### config.mk
export PLATFORM = sky130hd
export DESIGN_NAME = i2c_master_write_read_sequencer
export DESIGN_NICKNAME = d
export VERILOG_FILES = /design/src/sv/i2c_wrseq_pkg.sv /design/src/sv/i2c_wrseq_ram.sv /design/src/sv/i2c_master_write_read_sequencer.sv
export SDC_FILE = /design/constraint.sdc
export NUM_CORES = 1
export LEC_CHECK = 0
export BUFFER_PORTS_ARGS = -buffer_cell sky130_fd_sc_hd__buf_2
export CAP_MARGIN = 5
export CELL_PAD_IN_SITES_DETAIL_PLACEMENT = 0
export CELL_PAD_IN_SITES_GLOBAL_PLACEMENT = 2
export CORE_MARGIN = 1.5
export CORE_UTILIZATION = 43
export DETAILED_ROUTE_END_ITERATION = 6
export HOLD_SLACK_MARGIN = 0.15
export PLACE_DENSITY_LB_ADDON = 0.1
export SETUP_SLACK_MARGIN = 0.4
export SYNTH_ARGS = -nofsm -noshare
export SYNTH_HDL_FRONTEND = slang
export SYNTH_SLANG_ARGS = --single-unit
### constraint.sdc
create_clock -name clk -period 4.9 [get_ports clk]
set_input_delay 0.735 -clock clk [delete_from_list [all_inputs] [get_ports clk]]
set_output_delay 0.735 -clock clk [all_outputs]
set_load 0.1 [all_outputs]
### src/sv/i2c_wrseq_pkg.sv
// shared types and constants of the i2c write-then-read sequencer
// no dependencies; used by the top level, the checker and the testbench
package i2c_wrseq_pkg;

	localparam int unsigned WRITE_DEPTH_DEFAULT = 8;
	localparam logic [6:0]  DEV_ADDR_RESET      = 7'd37;

	localparam logic [1:0] MODE_LOAD  = 2'd0;
	localparam logic [1:0] MODE_START = 2'd1;
	localparam logic [1:0] MODE_EVENT = 2'd2;

	localparam logic [7:0] STATUS_MASK    = 8'hF8;
	localparam logic [7:0] ST_START       = 8'h08;
	localparam logic [7:0] ST_RSTART      = 8'h10;
	localparam logic [7:0] ST_ADDR_W_ACK  = 8'h18;
	localparam logic [7:0] ST_DATA_W_ACK  = 8'h28;
	localparam logic [7:0] ST_ARB_LOST    = 8'h38;
	localparam logic [7:0] ST_ADDR_R_ACK  = 8'h40;
	localparam logic [7:0] ST_DATA_R_ACK  = 8'h50;
	localparam logic [7:0] ST_DATA_R_NACK = 8'h58;
	localparam logic [7:0] ST_NO_INFO     = 8'hF8;

	typedef enum logic [1:0] {
		XS_IDLE_OK   = 2'd0,
		XS_IDLE_FAIL = 2'd1,
		XS_BUSY      = 2'd2
	} xfer_status_t;

	typedef struct packed {
		logic [1:0] mode;
		logic [2:0] byte_index;
		logic [7:0] write_byte;
		logic [3:0] write_count;
		logic [7:0] read_count;
		logic [7:0] status_code;
		logic [7:0] received_byte;
		logic       stop_pending;
	} item_t;

	typedef struct packed {
		logic       release_bus;
		logic       drive_start;
		logic       drive_stop;
		logic       ack_enable;
		logic       send_valid;
		logic [7:0] send_byte;
		logic       read_valid;
		logic [7:0] read_position;
		logic [7:0] read_data;
		logic [1:0] transfer_result;
		logic       start_rejected;
	} result_t;

endpackage

### src/sv/i2c_wrseq_ram.sv
// generic simple dual-port ram, one write port, one registered read port
// no dependencies
module i2c_wrseq_ram #(
	parameter int unsigned WIDTH  = 8,
	parameter int unsigned DEPTH  = 8,
	parameter int unsigned ADDR_W = (DEPTH > 1) ? $clog2(DEPTH) : 1
) (
	input  logic              clk,
	input  logic              wr_en,
	input  logic [ADDR_W-1:0] wr_addr,
	input  logic [WIDTH-1:0]  wr_data,
	input  logic              rd_en,
	input  logic [ADDR_W-1:0] rd_addr,
	output logic [WIDTH-1:0]  rd_data
);

	logic [WIDTH-1:0] mem_q [DEPTH];

	always_ff @(posedge clk) begin
		if (wr_en) begin
			mem_q[wr_addr] <= wr_data;
		end
		if (rd_en) begin
			rd_data <= mem_q[rd_addr];
		end
	end

endmodule

### src/sv/i2c_master_write_read_sequencer.sv
// top level of the i2c master write-then-read sequencer
// depends on i2c_wrseq_pkg and i2c_wrseq_ram
//
// channel  | handshake                  | payload
// ---------+----------------------------+----------------------------
// item     | item_valid / item_stall    | item   (i2c_wrseq_pkg::item_t)
// result   | result_valid / result_stall| result (i2c_wrseq_pkg::result_t)
// config   | cfg_wr_en                  | cfg_wr_data (device address)
//
// one item per cycle while item_stall is low; a result is offered once its item has passed
// the input register and then the result register; the write store read is registered
// at the edge the item is taken
// reset clears control state only; the write store is not cleared
// item_stall rises only while both registers are full and the result is stalled
module i2c_master_write_read_sequencer #(
	parameter int unsigned WRITE_DEPTH = i2c_wrseq_pkg::WRITE_DEPTH_DEFAULT
) (
	input  logic                  clk,
	input  logic                  arst_n,
	input  logic                  cfg_wr_en,
	input  logic [6:0]            cfg_wr_data,
	input  logic                  item_valid,
	output logic                  item_stall,
	input  i2c_wrseq_pkg::item_t   item,
	output logic                  result_valid,
	input  logic                  result_stall,
	output i2c_wrseq_pkg::result_t result
);

	import i2c_wrseq_pkg::*;

	localparam int unsigned ADDR_W  = (WRITE_DEPTH > 1) ? $clog2(WRITE_DEPTH) : 1;
	localparam logic [7:0]  DEPTH_B = 8'(WRITE_DEPTH);

	logic              item_take;
	logic              adv;
	logic              valid_s1;
	item_t             item_s1;
	logic              res_valid_s2;
	result_t           res_s2;
	result_t           res_nx;

	logic [6:0]        dev_addr_q;
	xfer_status_t      status_q, status_nx;
	logic [3:0]        wwant_q, wwant_nx;
	logic [7:0]        rwant_q, rwant_nx;
	logic [7:0]        bpos_q, bpos_nx, bpos_now;
	logic [7:0]        bpos_inc;
	logic [3:0]        wcnt_sat;
	logic [7:0]        code_s1;

	logic [7:0]        load_idx;
	logic              st_wr_en;
	logic [ADDR_W-1:0] st_rd_addr;
	logic [7:0]        st_rd_data;

	assign item_stall = valid_s1 & res_valid_s2 & result_stall;
	assign item_take  = item_valid & ~item_stall;
	assign adv        = valid_s1 & (~res_valid_s2 | ~result_stall);

	// write store: loads land at the transfer edge, reads are taken there too
	assign load_idx   = {5'd0, item.byte_index};
	assign st_wr_en   = item_take & (item.mode == MODE_LOAD) & (load_idx < DEPTH_B);
	assign bpos_now   = adv ? bpos_nx : bpos_q;
	assign st_rd_addr = ((item.status_code & STATUS_MASK) == ST_ADDR_W_ACK) ?
		'0 : bpos_now[ADDR_W-1:0];

	i2c_wrseq_ram #(
		.WIDTH  (8),
		.DEPTH  (WRITE_DEPTH),
		.ADDR_W (ADDR_W)
	) u_store (
		.clk     (clk),
		.wr_en   (st_wr_en),
		.wr_addr (load_idx[ADDR_W-1:0]),
		.wr_data (item.write_byte),
		.rd_en   (item_take),
		.rd_addr (st_rd_addr),
		.rd_data (st_rd_data)
	);

	assign code_s1  = item_s1.status_code & STATUS_MASK;
	assign bpos_inc = (bpos_q == 8'hFF) ? bpos_q : bpos_q + 8'd1;
	assign wcnt_sat = ({4'd0, item_s1.write_count} > DEPTH_B) ?
		DEPTH_B[3:0] : item_s1.write_count;

	always_comb begin
		res_nx            = '0;
		res_nx.ack_enable = 1'b1;
		status_nx         = status_q;
		wwant_nx          = wwant_q;
		rwant_nx          = rwant_q;
		bpos_nx           = bpos_q;
		unique case (item_s1.mode)
			MODE_START: begin
				if ((item_s1.write_count == 4'd0 && item_s1.read_count == 8'd0) ||
					status_q == XS_BUSY || item_s1.stop_pending) begin
					res_nx.start_rejected = 1'b1;
				end else begin
					wwant_nx           = wcnt_sat;
					rwant_nx           = item_s1.read_count;
					status_nx          = XS_BUSY;
					res_nx.release_bus = 1'b1;
					res_nx.drive_start = 1'b1;
				end
			end
			MODE_EVENT: begin
				unique case (code_s1)
					ST_START, ST_RSTART: begin
						res_nx.release_bus = 1'b1;
						res_nx.send_valid  = 1'b1;
						res_nx.send_byte   = {dev_addr_q, (wwant_q == 4'd0)};
					end
					ST_ADDR_W_ACK: begin
						res_nx.release_bus = 1'b1;
						res_nx.send_valid  = 1'b1;
						res_nx.send_byte   = st_rd_data;
						bpos_nx            = 8'd1;
					end
					ST_DATA_W_ACK: begin
						res_nx.release_bus = 1'b1;
						if (bpos_q >= {4'd0, wwant_q}) begin
							if (rwant_q == 8'd0) begin
								res_nx.drive_stop = 1'b1;
								status_nx         = XS_IDLE_OK;
							end else begin
								wwant_nx           = 4'd0;
								res_nx.drive_start = 1'b1;
							end
						end else begin
							res_nx.send_valid = 1'b1;
							res_nx.send_byte  = st_rd_data;
							bpos_nx           = bpos_inc;
						end
					end
					ST_ARB_LOST: begin
						res_nx.release_bus = 1'b1;
						res_nx.drive_start = 1'b1;
					end
					ST_ADDR_R_ACK: begin
						res_nx.release_bus = 1'b1;
						bpos_nx            = 8'd0;
						res_nx.ack_enable  = (rwant_q > 8'd1);
					end
					ST_DATA_R_ACK: begin
						res_nx.release_bus   = 1'b1;
						res_nx.read_valid    = 1'b1;
						res_nx.read_position = bpos_q;
						res_nx.read_data     = item_s1.received_byte;
						bpos_nx              = bpos_inc;
						res_nx.ack_enable    = ({1'b0, bpos_inc} + 9'd1 < {1'b0, rwant_q});
					end
					ST_DATA_R_NACK: begin
						res_nx.release_bus   = 1'b1;
						res_nx.read_valid    = 1'b1;
						res_nx.read_position = bpos_q;
						res_nx.read_data     = item_s1.received_byte;
						bpos_nx              = bpos_inc;
						res_nx.drive_stop    = 1'b1;
						status_nx            = XS_IDLE_OK;
					end
					ST_NO_INFO: begin
					end
					default: begin
						res_nx.release_bus = 1'b1;
						res_nx.drive_stop  = 1'b1;
						status_nx          = XS_IDLE_FAIL;
					end
				endcase
			end
			default: begin
			end
		endcase
		res_nx.transfer_result = status_nx;
	end

	always_ff @(posedge clk or negedge arst_n) begin
		if (!arst_n) begin
			valid_s1     <= 1'b0;
			res_valid_s2 <= 1'b0;
			dev_addr_q   <= DEV_ADDR_RESET;
			status_q     <= XS_IDLE_OK;
			wwant_q      <= 4'd0;
			rwant_q      <= 8'd0;
			bpos_q       <= 8'd0;
		end else begin
			if (item_take) begin
				valid_s1 <= 1'b1;
			end else if (adv) begin
				valid_s1 <= 1'b0;
			end
			if (adv) begin
				res_valid_s2 <= 1'b1;
				status_q     <= status_nx;
				wwant_q      <= wwant_nx;
				rwant_q      <= rwant_nx;
				bpos_q       <= bpos_nx;
			end else if (!result_stall) begin
				res_valid_s2 <= 1'b0;
			end
			if (cfg_wr_en) begin
				dev_addr_q <= cfg_wr_data;
			end
		end
	end

	always_ff @(posedge clk) begin
		if (item_take) begin
			item_s1 <= item;
		end
		if (adv) begin
			res_s2 <= res_nx;
		end
	end

	assign result_valid = res_valid_s2;
	assign result       = res_s2;

endmodule

==> metrics.txt <==
Async SR Flop Fraction=0.189; peak supply drop=0.235 mV; # hold bufs at CTS=0; sequential power share=0.491; antenna cells=0; Post-CTS Repair Setup Buffers=0; Post-synth top cells=edfxtp_1, nand2_1, nor2_1; Design Power=between 3 and 4 mW; Gate Count Post-Synth=561; synthesized-area fraction occupied by and/or/nand/nor cells=0.144; crit end category=flop; drt via density=between 5 and 6; Tot GR Track Use=0.178; Avg Inst Size Synth=between 10 and 15 µm²; Top Ports=89; initial antenna violation count=0; Starting Density=0.442; PortBufs=85; final setup TNS=0 ns; Comb pwr share=0.146; Num CTS Buffers=17; minimum clock period after layout=around 3.6 ns; post-CTS sizing=0; CTS tree=built; Filler Cell Count=around 1400; share of cells above drive strength 1=0.244; Worst Hold Class=in2async; hpwl dp=between 10000 and 15000 µm; clock sink count=roughly 160; Pleak=about 3.3 nW; Site Rows=47; clock skew=between 0.009 and 0.01 ns; sequential-to-total area share from yosys stat=0.649; RSZ-0062 raised after global routing=false; Synth Area in Compound Gates=0.108; Post-Layout Cell Count=879; synth unique cells=just over 60; later-pin clock latency in the skew report=about 0.42 ns; PD cells=around 400 nW/µm²; xor/xnor share of the synthesized area=0.0119; Layout area overhead=15.8%; DR WL met2=a little over 7000 µm; post-synthesis adder-cell area fraction=0.0255; highest routed metal layer=met4; Longest Clk Path Bufs=2; most frequent cell after synthesis=edfxtp_1; register area=approximately 4800 µm²; worst slew pin tran=about 1.2 ns; largest net degree at the start of global routing=38; max-cap viol count=0; Mapped Area=about 7300 µm²; routed len/inst=between 15 and 20 µm; Seq cells post-synth=around 160; largest family of logic cells by synthesized area=simple AND/OR/NAND/NOR gates; YS warnings=0; Final Max Tran Viols=0; crit path kind=reg2reg; Synth top area share=0.543; htree depth=4; GPL Wtd Cong=between 0.7 and 0.8; Placement Cell Area=between 7000 and 8000 µm²; Hold Vio Cnt, Final=0; die width=around 130 µm; crit-path max FO=33; Residual DRC=0; gr ovfl total=0; clock root cell=clkbuf_16; Nets=715; fin area=~8500 µm²; data required time of the critical path=approximately 5 ns; sw frac=0.287; Pint=roughly 2.4 mW; Main synth FF type=edfxtp_1; final setup vio count=0; DRT antenna net count=0; startpoint types=flop; Core Region=around 17000 µm²; cell taking the most area after synthesis=edfxtp_1; relative max-transition margin=0.163; DRT Pass-1 Iters=4; P_sw=approximately 1000 µW; full die area=~18000 µm²; global-route wire length before repair=24100 µm; pre-CTS setup slack=~1.3 ns; max frequency=roughly 0.28 GHz; slack of the critical path=1.32 ns; cell count after placement=847; clock group share of total power=0.362; vias in the first global route=roughly 4500; Syn Nets=630; via count=roughly 4700; Die Ht=134 µm; Synth area leaders=edfxtp_1, dfrtp_1, ha_1; outcome=completed; mux contribution to synthesized area=0.0312; final wirelength=between 15000 and 20000 µm; multi-input logic area=about 2400 µm²; Final period util=0.730; Reg clk slew, reported paths=roughly 0.07 ns; CP Data Arrival Time=3.71 ns; initial drt markers=~330; met3 wire len=between 800 and 900 µm; DRT met1 WL=7120 µm; EDFF count, synth=133
==> metal layers <==
metal,GRT usage,vias up
li1,-,2300
met1,0.247,2243
met2,0.282,121
met3,0.0373,9
met4,0.0592,0
met5,0,-
==> final timing paths <==
kind,startpoint,end,slack [ns],depth (start not counted)
setup / recovery,bpos_q[0],u_store.rd_data[1],1.32,10
hold / removal,arst_n,rwant_q[7],0.39,1
setup reg to reg,bpos_q[0],u_store.rd_data[1],1.32,10
hold reg to reg,valid_s1,result_valid,0.50,1
max in group asynchronous,arst_n,dev_addr_q[6],4.02,1
min in group clk,item[17],item_s1[17],0.49,1
==> logic make-up (layout without fill, tap and decap cells) <==
kind of cell	after synthesis	after routing
AND/OR/NAND/NOR	195	195
adder cells (fa/ha/maj)	15	15
flip-flops	164	164
buffers and inverters	49	147
AO/OA/AOI/OAI	107	107
multiplexers	21	21
XOR/XNOR	10	10
==> worst max-delay path: stages, from the launching register on <==
cell and delay, ns:
dfrtp_1 0.48, inv_1 0.14, ha_1 0.29, or3b_1 0.38, o2111a_1 0.20, o21ai_2 0.24
nand2_4 0.14, a22oi_4 0.73, inv_2 0.30, o21ai_0 0.28, a221oi_2 0.11
==> per-stage QoR <==
stage	util	hold WS, ns
floorplan	-	0.439
global placement	0.478	0.479
detailed placement	0.478	0.490
CTS	0.511	0.400
global route	0.511	0.439
finish	0.511	0.388
==> sequential cells by signal, indices dropped and copies added (netlist names) <==
register / count
u_store.mem_q: 64
result: 33
item_s1: 23
bpos_q: 8
rwant_q: 8
u_store.rd_data: 8
dev_addr_q: 7
code_s1: 5
wwant_q: 4
status_q: 2
result_valid: 1
valid_s1: 1
==> cell type report <==
class,count,area share
tap,220,0.0323
multi-input combinational,348,0.277
clock buffer,19,0.0509
sequential,164,0.561
timing repair buffer,89,0.0535
clock inverter,13,0.0137
inverter,26,0.0115
==> cells in the final DEF (no fill, tap or decap), types with 4 or more instances in the layout <==
| master | n |
|---|---|
| buf_4 | 4 |
| nor4_1 | 7 |
| clkbuf_16 | 17 |
| nor3_1 | 9 |
| mux2i_1 | 6 |
| ha_1 | 15 |
| nor2_1 | 37 |
| o31ai_1 | 11 |
| o221ai_1 | 9 |
| nand3_1 | 13 |
| a21oi_1 | 8 |
| o21ai_0 | 35 |
| a22oi_1 | 8 |
| nand2b_1 | 10 |
| inv_1 | 25 |
| or3_1 | 17 |
| nand4_1 | 4 |
| clkinvlp_4 | 4 |
| dfrtp_1 | 28 |
| mux2_2 | 15 |
| xnor2_1 | 7 |
| and3_1 | 29 |
| nor2b_1 | 4 |
| o21ai_1 | 8 |
| buf_2 | 85 |
| edfxtp_1 | 133 |
| a221oi_2 | 8 |
| nand2_1 | 47 |
| inv_6 | 5 |
==> power by group through the flow <==
| stage | clock (mW) | combinational (mW) | sequential (mW) |
|---|---|---|---|
| after global routing | 1.33 | 0.544 | 1.69 |
| after CTS | 1.26 | 0.506 | 1.68 |
| after detailed placement | 0 | 0.504 | 1.71 |
| final | 1.24 | 0.500 | 1.68 |
| after global placement | 0 | 0.496 | 1.71 |
| after floorplan | 0 | 0.248 | 1.83 |
Note: power is estimated with default switching activity, not from simulation.
